==> src/rtl/core/segment_intersection_unit_defines.svh <==
// Assertion macros for the segment intersection unit.
// Used by segment_intersection_unit.sv; expects clk and rst_n in scope.
`ifndef SEGMENT_INTERSECTION_UNIT_DEFINES_SVH
`define SEGMENT_INTERSECTION_UNIT_DEFINES_SVH

// Same-cycle implication, disabled during reset.
`define SIU_ASSERT_NOW(lbl, ante, cons, msg) \
  lbl: assert property (@(posedge clk) disable iff (!rst_n) (ante) |-> (cons)) else $error(msg);

// Next-cycle implication, disabled during reset.
`define SIU_ASSERT_NEXT(lbl, ante, cons, msg) \
  lbl: assert property (@(posedge clk) disable iff (!rst_n) (ante) |=> (cons)) else $error(msg);

`endif

==> src/rtl/core/siu_pkg.sv <==
// Shared constants for the segment intersection unit.
// No dependencies; used by all modules of the unit.
package siu_pkg;

  localparam int unsigned COORD_WIDTH = 16;

endpackage

==> src/rtl/core/siu_round.sv <==
// Final stage: applies the quotient to the start point and rounds to nearest.
// Ties go away from zero; a miss gives a zero point. Uses siu_pkg.
module siu_round #(
  parameter int unsigned W = siu_pkg::COORD_WIDTH
) (
  input  logic                clk,
  input  logic                en,
  input  logic [2*W+2:0]      d_i,
  input  logic                hit_i,
  input  logic signed [W-1:0] a1x_i,
  input  logic signed [W-1:0] a1y_i,
  input  logic                negx_i,
  input  logic                negy_i,
  input  logic [2*W+2:0]      rx_i,
  input  logic [2*W+2:0]      ry_i,
  input  logic [W+1:0]        qx_i,
  input  logic [W+1:0]        qy_i,
  output logic                hit_o,
  output logic signed [W-1:0] px_o,
  output logic signed [W-1:0] py_o
);

  localparam int unsigned NW = 2 * W + 3;
  localparam int unsigned BW = W + 3;

  function automatic logic [W-1:0] rnd(input logic signed [W-1:0] a1, input logic [W+1:0] q,
                                       input logic neg, input logic [NW-1:0] r,
                                       input logic [NW-1:0] d);
    logic signed [BW-1:0] qs;
    logic signed [BW-1:0] base;
    logic [NW:0]          r2;
    logic [NW:0]          dd;
    qs   = signed'(BW'(q));
    base = BW'(a1) + (neg ? -qs : qs);
    r2   = {r, 1'b0};
    dd   = {1'b0, d};
    if (r != '0) begin
      if (r2 != dd) begin
        if (r2 > dd) begin
          base = neg ? base - BW'(1) : base + BW'(1);
        end
      end else if (!neg) begin
        if (!base[BW-1]) begin
          base = base + BW'(1);
        end
      end else begin
        if (base[BW-1] || (base == '0)) begin
          base = base - BW'(1);
        end
      end
    end
    return base[W-1:0];
  endfunction

  always_ff @(posedge clk) begin
    if (en) begin
      hit_o <= hit_i;
      px_o  <= hit_i ? signed'(rnd(a1x_i, qx_i, negx_i, rx_i, d_i)) : '0;
      py_o  <= hit_i ? signed'(rnd(a1y_i, qy_i, negy_i, ry_i, d_i)) : '0;
    end
  end

endmodule

==> config.mk <==
export PLATFORM = sky130hd
export DESIGN_NAME = siu_round
export DESIGN_NICKNAME = d
export VERILOG_FILES = /design/src/rtl/core/segment_intersection_unit_defines.svh /design/src/rtl/core/siu_pkg.sv /design/src/rtl/core/siu_round.sv
export SDC_FILE = /design/constraint.sdc
export NUM_CORES = 1
export LEC_CHECK = 0
export BUFFER_PORTS_ARGS = -buffer_cell sky130_fd_sc_hd__buf_4
export CAP_MARGIN = 10
export CORE_ASPECT_RATIO = 1.4
export CORE_MARGIN = 3
export CORE_UTILIZATION = 50
export DETAILED_ROUTE_END_ITERATION = 6
export MAX_ROUTING_LAYER = met4
export PLACE_DENSITY = 0.8
export SLEW_MARGIN = 20
export SYNTH_ARGS = -nofsm -noshare
export SYNTH_HDL_FRONTEND = slang
export SYNTH_SLANG_ARGS = --single-unit
==> constraint.sdc <==
create_clock -name clk -period 4.9 [get_ports clk]
set_input_delay 0.245 -clock clk [delete_from_list [all_inputs] [get_ports clk]]
set_output_delay 0.245 -clock clk [all_outputs]
set_load 0.02 [all_outputs]
# Word level (Yosys, flattened, before mapping)

Index checks and enable logic that the tools add are counted.

Flip-flop bits (word level): 33
Input bits: 178
Logic and storage cells: 37
Output and inout bits: 33

Reductions and logical operators: 6
Equal/unequal tests: 2
Muxes and demuxes: 16
Add/subtract/negate cells: 8
$lt $le $gt $ge: 2

Operators with widths:

| cell                                               | count |
|---|---|
| 2-to-1 mux 16 bit                                  | 14 |
| greater-than comparator 36 x 35 -> 1 bit           | 2 |
| != test 36 x 35 -> 1 bit                           | 2 |
| nonzero test 35 bit                                | 2 |
| adder 16 x 19 -> 19 bit                            | 2 |
| logical NOT 19 bit                                 | 2 |
| 2-to-1 mux 19 bit                                  | 2 |
| negator 18 -> 19 bit                               | 2 |
| adder 16 x 2 -> 16 bit, second input constant      | 2 |
| subtractor 16 x 2 -> 16 bit, second input constant | 2 |
| logical OR 1 bit                                   | 2 |

# Longest topological paths before layout

Depth after elaboration: 9
Gate-level depth with buffers: 20

# Least setup slack after synthesis

Ideal clock, no wire load.

Kind: input to register
Start point: input negy_i
End point: register py_o[14] (data pin)
Library setup time: 0.265 ns
Data arrival time: 4.501 ns
Stages: 17
Setup slack: 0.134 ns
Buffers on the path: 4
Data required time: 4.635 ns
Path through: clkbuf_1 clkbuf_1 clkbuf_1 buf_1 o31ai_1 xnor2_1 ha_1 a21oi_1 a211oi_2 or4_4 a221oi_4 o2111ai_1 nor4_4 o21ba_2 nand2b_4 o21a_1 or3_1

Longest elaborated chain between the ends: 8

Ends and longest elaborated chain:

| what                                                            | line            | RTL |
|---|---|---|
| from (decl)                                                     | siu_round.sv:13 | `input logic negy_i,` |
| branches (longest 7 deep; another with adder 16 x 19 -> 19 bit) | -               |  |
| 2-to-1 mux 16 bit (*)                                           | siu_round.sv:37 | `if (r != '0) begin` |
| to (signal assigned)                                            | siu_round.sv:59 | `py_o <= hit_i ? signed'(rnd(a1y_i, qy_i, negy_i, ry_i, d_i)) : '0;` |
| to (decl)                                                       | siu_round.sv:20 | `output logic signed [W-1:0] py_o` |

Every way passes the cells marked *.
A chain may end at the register's enable or synchronous reset.

# Worst setup path in the final report

Start point: input qy_i[4]
End point: register py_o[14] (data pin)

Longest elaborated chain between the ends: 9

Ends and longest elaborated chain:

| what                                                           | line            | RTL |
|---|---|---|
| from (decl)                                                    | siu_round.sv:17 | `input logic [W+1:0] qy_i,` |
| negator 18 -> 19 bit                                           | siu_round.sv:34 | `base = BW'(a1) + (neg ? -qs : qs);` |
| 2-to-1 mux 19 bit (*)                                          | siu_round.sv:34 |  |
| adder 16 x 19 -> 19 bit (*)                                    | siu_round.sv:34 |  |
| branches (longest 5 deep; another with adder 16 x 2 -> 16 bit) | -               |  |
| 2-to-1 mux 16 bit (*)                                          | siu_round.sv:37 |  |

Marked as above.

==> summary.md <==
| Metric | Value |
|---|---|
| Nets | 1733 |
| Crit-path cells | buf_4, nor3_1, nand3b_1, nand2b_1, o41ai_1, xnor2_1, ha_1, and4_1, a211o_1, o221a_1, a311oi_1, o2111ai_1, nor4_4, o21ba_2, o21ai_1, buf_4, a211oi_1, or3_1 |
| Post-route ant nets | 0 |
| Synth area leader | ha_1 |
| EDFF count, synth | 33 |
| Fin area | 11300 µm² |
| Static leakage | 4.92 nW |
| Worst Path Buf+Inv | 2 |
| # hold bufs at CTS | 0 |
| Synth Flop Type | edfxtp_1 |
| Vias after detailed routing | 10600 |
| Area after DPL | 11100 µm² |
| CTS Buf Count | 5 |
| Die X | 120 µm |
| Worst path slowest cell | ha_1 |
| Grt ovf | 0 |
| Worst Slack Setup Final | 0.339 ns |
| Die area | 19900 µm² |
| Initial antenna violation count | 0 |
| Highest Clock Rate | 0.219 GHz |
| Sink Count | 33 |
| Final Hold Fails | 0 |
| Clock slew at reported path FFs | 0.07 ns |
| # IOs | 211 |
| Post-DP HPWL | 26.7 mm |
| Startpoint types | input pin |
| Sequential element share of the synthesized area | 10.9% |
| VDD IR max | 0.000150 V |
| Finished Core Util | 63.9% |
| RSZ-0062 raised after global routing | false |
| H-tree levels | 2 |
| Outcome | completed |
| CTS resizes | 0 |
| Crit path time final | 4.56 ns |
| Post-CTS setup buffers | 0 |
| Worst slew pin tran | 0.847 ns |
| DIE HEIGHT | 166 µm |
| Critical path arrival | 4.60 ns |
| Yosys top cell area share | 16.2% |
| Vias per cell | 6.34 |
| Largest net degree at the start of global routing | 40 |
| Iteration-0 DRC Markers | 796 |
| Yosys cell types | 112 |
| CTS Root Cell | clkbuf_16 |
| Final antenna diode count | 0 |
| Most common cell in the netlist | ha_1 |
| Synth top area cells | ha_1, edfxtp_1, a21oi_1, nand2_1, xnor2_1 |
| Critical Path RT | 4.93 ns |
| Layout cells sized above 1 | 23.0% |
| Post-place setup slack | -0.00195 ns |
| Final critical-path share of the clock period | 93.1% |
| Final wirelength | 32.1 mm |
| GRT Util Overall | 32.4% |
| Routability congestion estimate | 1.00 |
| Max Buffers Root-to-Sink | 2 |
| Worst-path fanout max | 9 |
| CP Capture Type | flop |
| FFs w/ async S/R, synth | 0% |
| Slowest cell delay on critical path | 0.40 ns |
| First-pass GRT wire length | 52.0 mm |
| Core Area | 17600 µm² |
| List of most frequent post-synthesis cells | ha_1, nand2_1, a21oi_1 |
| Syn_nets | 1518 |
| Vias in the first global route | 10700 |
| Cell repeated most along the worst path | buf_4 |
| Fin. max-slew vios | 0 |
| Row count | 57 |
| CP Class | input pin to flop |
| #FFs+latches synth | 33 |
| Setup-failing EPs final | 0 |
| Drt drc | 0 |
| Worst path top cell family by delay | compound AO/OA/AOI/OAI gates |
| Post-Synthesis Cells | 1220 |
| Netlist area before placement | 9110 µm² |
| Routed len/inst | 19.2 µm |
| Port Buffers | 210 |
| Pwr dens | 216 nW/µm² |
| Yosys warns | 0 |
| Class of the worst hold path | input pin to flop |
| Maxcap violations | 0 |
| Layout area overhead | 23.6% |
| Initial Util | 51.7% |
| Synthesized area per cell | 7.47 µm² |
| CTS tree | yes |
| Pre-Repair DR Iteration Count | 6 |
| Worst slew margin | 43.5% |
| Fill count | 1638 |
[flip-flops by register name, summed over array words and instances, names as in the netlist]
register  flops
hit_o         1
px_o         16
py_o         16
[metal layers]
metal	global-route usage, %	wire (µm)
met1	34.3	12000
met2	57.6	16400
met3	2.08	1410
met4	20.9	2350
met5	-	0
[kinds of logic (layout without fill, tap and decap cells)]
group / after synthesis / after routing / share of synthesized area (%)
buf+inv: 119 / 335 / 5.40
fa+ha+maj: 120 / 120 / 16.6
mux: 17 / 17 / 1.88
xor+xnor: 67 / 67 / 6.52
compound gates: 376 / 376 / 29.2
flops: 33 / 33 / 10.9
simple gates: 488 / 488 / 29.5
[power by group]
group	switching [mW]	total (mW)	internal, mW
Sequential	0.0171	0.383	0.366
Combinational	1.03	1.73	0.700
Clock	0.135	0.324	0.188
Total	1.18	2.44	1.25
[area by class of cell]
cell class	count	area, µm²	share of cell area [%]
Multi-Input combinational cell	1068	7640	67.9
Timing Repair Buffer	254	1910	16.9
Sequential cell	33	991	8.80
Tap cell	236	295	2.62
Inverter	73	274	2.43
Clock buffer	5	125	1.11
Clock inverter	3	22.5	0.200
[final timing paths]
kind / from / to / slack, ns / cells past startpoint
worst min-delay path: hit_i / hit_o / 0.42 / 1
worst max-delay path: qy_i[4] / py_o[14] / 0.34 / 18
[layout by cell type, fill, tap and decap left out, types with 13 or more instances in the layout]
master and instances:
buf_4 254, ha_1 118, nand2_1 112, a21oi_1 89
nor2_1 86, inv_1 73, o21ai_0 71, nand3_1 52
xnor2_1 47, nor3_1 39, nand4_1 33, edfxtp_1 33
a21o_1 27, nor4_1 26, and3_1 20, or3_1 19
xor2_1 19, mux2i_1 16, o31ai_1 14, a211oi_1 14
and4_1 13
[through the flow]
stage / hold WS, ns / power, mW / setup TNS (ns) / cells
5_1_grt: 0.431 / 2.61 / 0 / 1672
3_3_place_gp: 0.674 / 2.05 / 0 / 1664
3_5_place_dp: 0.676 / 2.08 / -0.00195 / 1664
6_report: 0.421 / 2.44 / 0 / 1672
2_1_floorplan: 0.344 / 1.50 / 0 / 1220
4_1_cts: 0.423 / 2.40 / 0 / 1672
Power figures use the tool's default switching activity.
