`src/rtl/core/segment_intersection_unit_defines.svh`:
```
// Assertion macros for the segment intersection unit.
// Used by segment_intersection_unit.sv; expects clk and rst_n in scope.
`ifndef SEGMENT_INTERSECTION_UNIT_DEFINES_SVH
`define SEGMENT_INTERSECTION_UNIT_DEFINES_SVH

// Same-cycle implication, disabled during reset.
`define SIU_ASSERT_NOW(lbl, ante, cons, msg) \
  lbl: assert property (@(posedge clk) disable iff (!rst_n) (ante) |-> (cons)) else $error(msg);

// Next-cycle implication, disabled during reset.
`define SIU_ASSERT_NEXT(lbl, ante, cons, msg) \
  lbl: assert property (@(posedge clk) disable iff (!rst_n) (ante) |=> (cons)) else $error(msg);

`endif

```
`src/rtl/core/siu_pkg.sv`:
```
// Shared constants for the segment intersection unit.
// No dependencies; used by all modules of the unit.
package siu_pkg;

  localparam int unsigned COORD_WIDTH = 16;

endpackage

```
`src/rtl/core/siu_div_step.sv`:
```
// One digit stage of the interpolation divider for both coordinates.
// Forms floor(|delta| * tn / d) one bit of |delta| per stage; uses siu_pkg.
module siu_div_step #(
  parameter int unsigned W   = siu_pkg::COORD_WIDTH,
  parameter int unsigned BIT = 0
) (
  input  logic                clk,
  input  logic                en,
  input  logic [2*W+2:0]      d_i,
  input  logic [2*W+2:0]      tn_i,
  input  logic                hit_i,
  input  logic signed [W-1:0] a1x_i,
  input  logic signed [W-1:0] a1y_i,
  input  logic [W:0]          mx_i,
  input  logic [W:0]          my_i,
  input  logic                negx_i,
  input  logic                negy_i,
  input  logic [2*W+2:0]      rx_i,
  input  logic [2*W+2:0]      ry_i,
  input  logic [W+1:0]        qx_i,
  input  logic [W+1:0]        qy_i,
  output logic [2*W+2:0]      d_o,
  output logic [2*W+2:0]      tn_o,
  output logic                hit_o,
  output logic signed [W-1:0] a1x_o,
  output logic signed [W-1:0] a1y_o,
  output logic [W:0]          mx_o,
  output logic [W:0]          my_o,
  output logic                negx_o,
  output logic                negy_o,
  output logic [2*W+2:0]      rx_o,
  output logic [2*W+2:0]      ry_o,
  output logic [W+1:0]        qx_o,
  output logic [W+1:0]        qy_o
);

  localparam int unsigned NW = 2 * W + 3;
  localparam int unsigned RW = NW + 2;

  logic [RW-1:0] tx, ty, remx, remy, d1, d2;
  logic [1:0]    digx, digy;

  always_comb begin
    d1 = RW'(d_i);
    d2 = RW'({d_i, 1'b0});
    tx = RW'({rx_i, 1'b0}) + (mx_i[BIT] ? RW'(tn_i) : '0);
    ty = RW'({ry_i, 1'b0}) + (my_i[BIT] ? RW'(tn_i) : '0);
    if (tx >= d2) begin
      remx = tx - d2;
      digx = 2'd2;
    end else if (tx >= d1) begin
      remx = tx - d1;
      digx = 2'd1;
    end else begin
      remx = tx;
      digx = 2'd0;
    end
    if (ty >= d2) begin
      remy = ty - d2;
      digy = 2'd2;
    end else if (ty >= d1) begin
      remy = ty - d1;
      digy = 2'd1;
    end else begin
      remy = ty;
      digy = 2'd0;
    end
  end

  always_ff @(posedge clk) begin
    if (en) begin
      d_o    <= d_i;
      tn_o   <= tn_i;
      hit_o  <= hit_i;
      a1x_o  <= a1x_i;
      a1y_o  <= a1y_i;
      mx_o   <= mx_i;
      my_o   <= my_i;
      negx_o <= negx_i;
      negy_o <= negy_i;
      rx_o   <= remx[NW-1:0];
      ry_o   <= remy[NW-1:0];
      qx_o   <= {qx_i[W:0], 1'b0} + (W+2)'(digx);
      qy_o   <= {qy_i[W:0], 1'b0} + (W+2)'(digy);
    end
  end

endmodule

```
`config.mk`:
```
export PLATFORM = sky130hd
export DESIGN_NAME = siu_div_step
export DESIGN_NICKNAME = d
export VERILOG_FILES = /design/src/rtl/core/segment_intersection_unit_defines.svh /design/src/rtl/core/siu_pkg.sv /design/src/rtl/core/siu_div_step.sv
export SDC_FILE = /design/constraint.sdc
export NUM_CORES = 1
export LEC_CHECK = 0
export BUFFER_PORTS_ARGS = -buffer_cell sky130_fd_sc_hd__buf_2
export CORE_MARGIN = 2
export CORE_UTILIZATION = 40
export DETAILED_ROUTE_END_ITERATION = 10
export SYNTH_ARGS = -nofsm -noshare
export SYNTH_HDL_FRONTEND = slang
export SYNTH_SLANG_ARGS = --single-unit
```
`constraint.sdc`:
```
create_clock -name clk -period 16.79 [get_ports clk]
set_input_delay 1.679 -clock clk [delete_from_list [all_inputs] [get_ports clk]]
set_output_delay 1.679 -clock clk [all_outputs]
set_load 0.05 [all_outputs]
```
Word-level counts from Yosys, hierarchy flattened

Index checks and enable logic that the tools add are counted.

Register bits after elaboration: 245
Output and inout port bits: 245

Add/sub/neg operators: 8
Magnitude comparators: 4
Muxes and demuxes: 10

Operators with widths:

| operator                       | number |
|---|---|
| two-way mux 35 bit             | 6 |
| subtractor 35 bit              | 4 |
| adder 36 x 35 -> 37 bit        | 2 |
| >= comparator 37 x 35 -> 1 bit | 2 |
| >= comparator 37 x 36 -> 1 bit | 2 |
| adder 18 x 2 -> 18 bit         | 2 |
| two-way mux 2 bit              | 2 |
| two-way mux 1 bit              | 2 |

Depth between registers and ports, before layout

Gate-level depths: netlist of the first run.

Depth after elaboration: 6
Mapped depth: 32

Worst setup path before layout of the first run

OpenSTA, ideal clock, no wires.

Kind: input to register
From: input port my_i[0]
To: register qy_o[17], data pin
Setup time: 0.258 ns
Data arrival time: 7.152 ns
Required time: 16.532 ns
Path slack: 9.381 ns
Stages: 28
Buffers on the path: 4
Cell sequence: clkbuf_1 > nand2_1 > fa_1 > nand2b_1 > a21oi_1 > o41ai_1 > a21oi_1 > o31ai_1 > o21ai_0 > mux2i_1 > o2111ai_1 > ha_1 > nand3_1 > or4_1 > or4_1 > a31oi_1 > nor2_1 > o211a_1 > o31a_1 > inv_2 > buf_2 > buf_2 > ha_1 > ha_1 > and3_1 > clkbuf_1 > nand4_1 > xnor2_1

Word-level cells in the longest chain between the ends: 6
Elaborated cells on any way between the ends: 7
Those cells by class: add/sub (2); order compare (2); mux (3)

Ends and longest elaborated chain:

| element                        | line               | RTL |
|---|---|---|
| start, declared                | siu_div_step.sv:15 | `input logic [W:0] my_i,` |
| two-way mux 35 bit (*)         | siu_div_step.sv:47 | `ty = RW'({ry_i, 1'b0}) + (my_i[BIT] ? RW'(tn_i) : '0);` |
| adder 36 x 35 -> 37 bit (*)    | siu_div_step.sv:47 |  |
| >= comparator 37 x 35 -> 1 bit | siu_div_step.sv:61 | `end else if (ty >= d1) begin` |
| two-way mux 1 bit              | siu_div_step.sv:61 |  |
| two-way mux 2 bit (*)          | siu_div_step.sv:58 | `if (ty >= d2) begin` |
| adder 18 x 2 -> 18 bit (*)     | siu_div_step.sv:84 | `qy_o <= {qy_i[W:0], 1'b0} + (W+2)'(digy);` |
| end signal, assigned           | siu_div_step.sv:84 |  |
| end, declared                  | siu_div_step.sv:34 | `output logic [W+1:0] qy_o` |

Every way passes the cells marked *; elsewhere a longest branch is shown, timed or not.
A chain may end at the register's enable or synchronous reset.

Worst setup path in the final report of the first run

Ends and elaborated chain as after synthesis.

==> qor.txt, run 1 <==
Max IR drop VDD - 0.101 mV
Syn avg cell area - 9.57 sq um
Die width - 231 microns
Max Slew Vio Count - 0
Max FO, Critical Path - 49
Tmin final - 9.42 ns
RSZ-0062 raised after global routing - false
Number of synthesized flops with an enable pin - 245
Upper clock frequency limit - 0.106 GHz
TritonCTS clock tree - built
Run status - finished, final reports clean
Syn nets - 2621
Async SR Flop Fraction - 0%
Finished Core Util - 48.3%
Hold depth - 1
Core region area - 51100 sq um
Hold endpoint - a1y_o[12]$_DFFE_PP_
Clock root buffer - clkbuf_16
Clock Path Buffers - 3
Post-synthesis sequential area ratio - 35.7%
Arrival time worst endpoint - 9.72 ns
Post-route DRC - 0
Max H-tree Level - 1
Post-synthesis cell type count - 71
# port buffers - 489
CP endpoint kind - flop
Predominant post-synthesis flop cell - edfxtp_1
Cell Pwr Density - 126 nW/um^2
Drt total wl - 71300 microns
Setup bufs post-CTS - 0
Clock sinks - 245
Pre-CTS setup slack - 6.80 ns
Post-route worst setup slack - 7.37 ns
Largest net degree at the start of global routing - 106
First DRT Iteration DRCs - 1092
Rel. slew slack - 35.7%
Slew @ Worst Pin - 0.952 ns
DR vias/cell - 5.65
Reg clk slew, reported paths - 0.06 ns
Hold Startpoint - a1y_i[12]
Synth Instances - 2155
Post-placement cell count - 3272
Initial antenna violation count - 7
Final nets - 3087
Non-Filler Instances - 3324
Initial Utilization - 40.4%
CP required - 17.09 ns
Pre-antenna DRT Iters - 8
Vias in the first global route - 17900
Final setup violation count - 0
Seq cells post-synth - 245
CTS resizes - 0
Hpwl dp - 59200 microns
Ys Warns - 0
Gpl congestion - 0.929
Fin. Hold Viols - 0
Detail Route Antenna Nets - 0
Syn Std Cell Area - 20600 sq um
Vias - 18800
Die Y - 231 microns
Fin crit share - 56.1%
Total grt overflow - 0
Crit path kind - primary input to flop
Global Route Usage Sum - 25.7%
Leakage - 10.9 nW
Row count - 83
CTS buffer count - 27
Routed wire per std cell - 21.5 microns
Area Growth Syn to Fin - 19.6%
Share of cells above drive strength 1 - 21.4%
Hold crit path type - primary input to flop
Startpoint types - primary input
Die area - 53400 sq um
Global-route wire length before repair - 105000 microns
Max_cap viols - 0
# hold bufs at CTS - 0
Setup TNS Final - 0 ns
Top Ports - 492
==> critical path, cell delays in order <==
cell and delay (ns):
buf_2 0.45, and2_1 0.21, ha_1 0.20, inv_1 0.07
fa_1 0.40, nand2b_1 0.19, a21oi_1 0.29, o41ai_1 0.18
a21oi_1 0.41, o31ai_1 0.14, o21ai_0 0.41, mux2i_1 0.24
o2111ai_1 0.20, ha_1 0.53, nand3_1 0.11, or4_1 0.57
or4_1 0.63, a31oi_1 0.24, nor2_1 0.06, o211a_1 0.13
o31a_1 0.10, buf_4 0.23, inv_2 0.64, ha_1 0.52
ha_1 0.28, and3_1 0.31, nand4_1 0.15, xnor2_1 0.14
==> cells by family after synthesis <==
kind of cell    after synthesis  share of synthesized area [%]
simple gates                637                           15.6
buf+inv                     144                           2.80
compound gates              630                           20.0
fa+ha+maj                   219                           13.5
mux                          82                           4.01
flops                       245                           35.7
xor+xnor                    198                           8.41
==> final cells by class <==
cell class | count | area [sq um]
Multi-Input combinational cell | 1766 | 12700
Tap cell | 680 | 851
Sequential cell | 245 | 7360
Fill cell | 4895 | 26400
Timing Repair Buffer | 495 | 2500
Clock buffer | 33 | 698
Antenna cell | 4 | 10.0
Inverter | 86 | 323
Clock inverter | 15 | 223
==> metrics by stage <==
| stage | power, mW | cell area [sq um] | hold WS [ns] |
|---|---|---|---|
| 3_5_place_dp | 2.48 | 23700 | 1.86 |
| 4_1_cts | 3.13 | 24600 | 1.26 |
| 2_1_floorplan | 2.08 | 20600 | 1.78 |
| 3_3_place_gp | 2.48 | 23700 | 1.86 |
| 6_report | 3.12 | 24700 | 1.30 |
| 5_1_grt | 3.30 | 24700 | 1.26 |
==> metal layers <==
| layer | vias up | global-route usage (%) | share of wire, % |
|---|---|---|---|
| li1 | 9084 | - | - |
| met1 | 8942 | 33.5 | 43 |
| met2 | 652 | 43.8 | 47 |
| met3 | 94 | 3.30 | 6.2 |
| met4 | 0 | 8.83 | 3.3 |
| met5 | - | 0 | 0 |
==> cells in the mapped netlist, types with 8 or more instances <==
| master | instances | area share [%] |
|---|---|---|
| edfxtp_1 | 245 | 36 |
| ha_1 | 213 | 13 |
| a21oi_1 | 179 | 4.3 |
| nor2_1 | 144 | 2.6 |
| xnor2_1 | 139 | 5.9 |
| nand2_1 | 129 | 2.3 |
| o21ai_0 | 116 | 2.8 |
| a21o_1 | 87 | 3.2 |
| inv_1 | 84 | 1.5 |
| and2_1 | 78 | 2.4 |
| mux2i_1 | 77 | 3.7 |
| nand3_1 | 67 | 1.6 |
| xor2_1 | 59 | 2.5 |
| clkbuf_1 | 39 | 0.71 |
| nor3_1 | 39 | 0.95 |
| and3_1 | 38 | 1.2 |
| a211oi_1 | 32 | 1.2 |
| nand2b_1 | 30 | 0.91 |
| nand4_1 | 29 | 0.88 |
| a31oi_1 | 26 | 0.79 |
| nor2b_1 | 26 | 0.79 |
| o211ai_1 | 23 | 0.84 |
| o21a_1 | 22 | 0.80 |
| o21bai_1 | 19 | 0.69 |
| or3_1 | 16 | 0.49 |
| buf_2 | 15 | 0.36 |
| nor4_1 | 11 | 0.33 |
| o31ai_1 | 10 | 0.36 |
| or2_2 | 10 | 0.30 |
| a21boi_0 | 9 | 0.33 |
| o41ai_1 | 8 | 0.34 |
==> cell usage in the layout, fill, tap and decap left out, drive strengths merged, types with 10 or more instances in the layout <==
master / instances
buf: 495
edfxtp: 245
ha: 213
a21oi: 184
nor2: 144
xnor2: 139
nand2: 129
o21ai: 119
a21o: 87
inv: 86
and2: 78
mux2i: 77
nand3: 67
xor2: 59
nor3: 39
and3: 38
a211oi: 35
clkbuf: 33
nand2b: 30
nand4: 29
nor2b: 26
a31oi: 26
o211ai: 23
o21a: 22
o21bai: 19
or3: 16
nor4: 11
or2: 10
o31ai: 10
==> power breakdown <==
group / switching (mW) / internal (mW) / leakage (nW)
registers: 0.0268 / 0.810 / 2.40
logic: 1.11 / 0.545 / 8.02
clock network: 0.245 / 0.385 / 0.440
total: 1.38 / 1.74 / 10.9
==> state kept, by name, summed over array words and instances, names as in the netlist, 17 cells and up <==
| register | flops |
|---|---|
| rx_o | 35 |
| d_o | 35 |
| my_o | 17 |
| mx_o | 17 |
| tn_o | 35 |
| qx_o | 18 |
| qy_o | 18 |
| ry_o | 35 |
==> how the worst max path moves through the flow <==
stage | start | to | slack [ns] | cells past startpoint
global route | my_i[0] | qy_o[17]$_DFFE_PP_ | 6.92 | 28
detailed placement | my_i[0] | qy_o[17]$_DFFE_PP_ | 6.80 | 28
floorplan | my_i[0] | qy_o[17]$_DFFE_PP_ | 9.38 | 28
finish | my_i[0] | qy_o[17]$_DFFE_PP_ | 7.37 | 28
global placement | my_i[0] | qy_o[17]$_DFFE_PP_ | 6.88 | 28
CTS | my_i[0] | qy_o[17]$_DFFE_PP_ | 7.41 | 28
Note: power is estimated with default switching activity, not from simulation.
==> run 2: changes to the inputs <==
- clock period: 16.79 -> 9.2 ns (I/O delays scaled with it)
==> qor.txt, run 2 (synthesis results as in run 1) <==
Pre-antenna DRT Iters - 5 (was 8)
WP buf/inv - 3 (was 4)
Setup TNS Final - 0 ns (unchanged)
Hpwl dp - 59300 microns (was 59200 microns)
Final nets - 3090 (was 3087)
Sequential share of power - 26.8% (about the same)
Routed wire per std cell - 21.5 microns (about the same)
Post-route DRC - 0 (unchanged)
Fillcell total - 4962 (was 4895)
Die width - 231 microns (unchanged)
Register area - 7360 sq um (unchanged)
Max incr delay on CP - 0.60 ns (was 0.64 ns)
Worst path slowest cell - or4_1 (was inv_2)
Hold depth - 1 (unchanged)
# port buffers - 489 (unchanged)
Leakage - 10.9 nW (about the same)
Max IR drop VDD - 0.155 mV (was 0.101 mV)
Slew @ Worst Pin - 1.00 ns (was 0.952 ns)
Fin. Hold Viols - 0 (unchanged)
Fin crit share - 84.0%
CP required - 9.52 ns (was 17.09 ns)
Crit path kind - primary input to flop (unchanged)
First DRT Iteration DRCs - 1196 (was 1092)
Total grt overflow - 0 (unchanged)
Detail Route Antenna Nets - 0 (unchanged)
Global Route Usage Sum - 25.7% (about the same)
Commonest non-fill, non-tap cell in the layout - buf_2 (unchanged)
DR vias/cell - 5.64 (was 5.65)
Arrival time worst endpoint - 8.05 ns (was 9.72 ns)
Clock sinks - 245 (unchanged)
Initial antenna violation count - 6 (was 7)
Die Y - 231 microns (unchanged)
Clock Path Buffers - 3 (unchanged)
Most frequent cells in the layout - buf_2 (488), edfxtp_1 (245), ha_1 (213) (unchanged)
Setup bufs post-CTS - 0 (unchanged)
Post-route worst setup slack - 1.47 ns (was 7.37 ns)
Pwr Total - 5.70 mW (was 3.12 mW)
Tmin final - 7.73 ns
Logic pwr share - 53.1% (was 53.0%)
Die area - 53400 sq um (unchanged)
Clk pwr share - 20.1% (was 20.2%)
Row count - 83 (unchanged)
Vias - 18800 (about the same)
Largest net degree at the start of global routing - 113 (was 106)
Final setup violation count - 0 (unchanged)
Run status - finished, final reports clean (unchanged)
Vias in the first global route - 17700 (was 17900)
Max_cap viols - 0 (unchanged)
Gpl congestion - 0.939 (was 0.929)
Drt total wl - 71600 microns (was 71300 microns)
CTS resizes - 0 (unchanged)
Worst path top cell family by delay - compound AO/OA/AOI/OAI gates (was simple AND/OR/NAND/NOR gates)
# hold bufs at CTS - 0 (unchanged)
Clock root buffer - clkbuf_16 (unchanged)
Upper clock frequency limit - 0.129 GHz
Global-route wire length before repair - 105000 microns (about the same)
TritonCTS clock tree - built (unchanged)
Final hold slack - 0.528 ns (was 1.30 ns)
Reg clk slew, reported paths - 0.06 ns (about the same)
Max FO, Critical Path - 36 (was 49)
RSZ-0062 raised after global routing - false (unchanged)
Worst path depth - 27 (was 28)
Most used cell, CP - ha_1 (unchanged)
Initial Utilization - 40.4% (unchanged)
Max Slew Vio Count - 0 (unchanged)
Top Ports - 492 (unchanged)
Core region area - 51100 sq um (unchanged)
Hold crit path type - primary input to flop (unchanged)
Pre-CTS setup slack - 0.895 ns (was 6.80 ns)
Rel. slew slack - 33.2% (was 35.7%)
Share of cells above drive strength 1 - 21.6% (was 21.4%)
CTS buffer count - 29 (was 27)
Cell Pwr Density - 231 nW/um^2 (was 126 nW/um^2)
Multi-input logic area - 12700 sq um (unchanged)
CP endpoint kind - flop (unchanged)
Max H-tree Level - 1 (unchanged)
Area Growth Syn to Fin - 19.7% (was 19.6%)
Finished Core Util - 48.3% (about the same)
Sw Share - 44.6% (was 44.2%)
NetSw - 2.54 mW (was 1.38 mW)
Startpoint types - primary input (unchanged)
P_int - 3.16 mW (was 1.74 mW)
-- run 2: cell count changes in the layout (fill, tap and decap cells not counted), sizes merged --
cell,before,now
bufinv,6,4
inv,86,87
diode,4,3
buf,495,496
clkinvlp,1,2
clkinv,8,12
-- run 2: path summary, 6_finish.rpt --
path,to,start
worst max-delay path,qy_o[17]$_DFFE_PP_,my_i[0]
worst min-delay path,mx_o[13]$_DFFE_PP_,mx_i[13]
-- run 2: final cells by class --
cell class | instances | share of cell area (%)
inverters | 86 | 1.31
diodes | 3 | 0.0304
flip-flops and latches | 245 | 29.8
clock inverters | 19 | 0.791
repair buffers | 496 | 10.2
multi-input cells | 1766 | 51.4
well taps | 680 | 3.45
clock buffers | 33 | 3.00
-- run 2: metal layers --
| layer | up-vias | track usage, % | share of wire (%) |
|---|---|---|---|
| met5 | - | 0 | 0 |
| met4 | 0 | 10.1 | 4.2 |
| met3 | 118 | 2.98 | 6.3 |
| met2 | 684 | 43.4 | 46 |
| met1 | 8878 | 33.6 | 43 |
| li1 | 9076 | - | - |
-- run 2: power groups by stage --
stage / clock, mW / combinational (mW) / sequential (mW)
after floorplan: 0 / 1.60 / 2.19
final: 1.15 / 3.03 / 1.53
after global routing: 1.22 / 3.26 / 1.54
after global placement: 0 / 2.97 / 1.55
after detailed placement: 0 / 2.99 / 1.55
after CTS: 1.18 / 3.00 / 1.53
-- run 2: through the flow --
| step | area, sq um | instances |
|---|---|---|
| after floorplan | 20600 | 2155 |
| after global placement | 23700 | 3273 |
| after detailed placement | 23700 | 3273 |
| after CTS | 24700 | 3325 |
| after global routing | 24700 | 3326 |
| final | 24700 | 3328 |
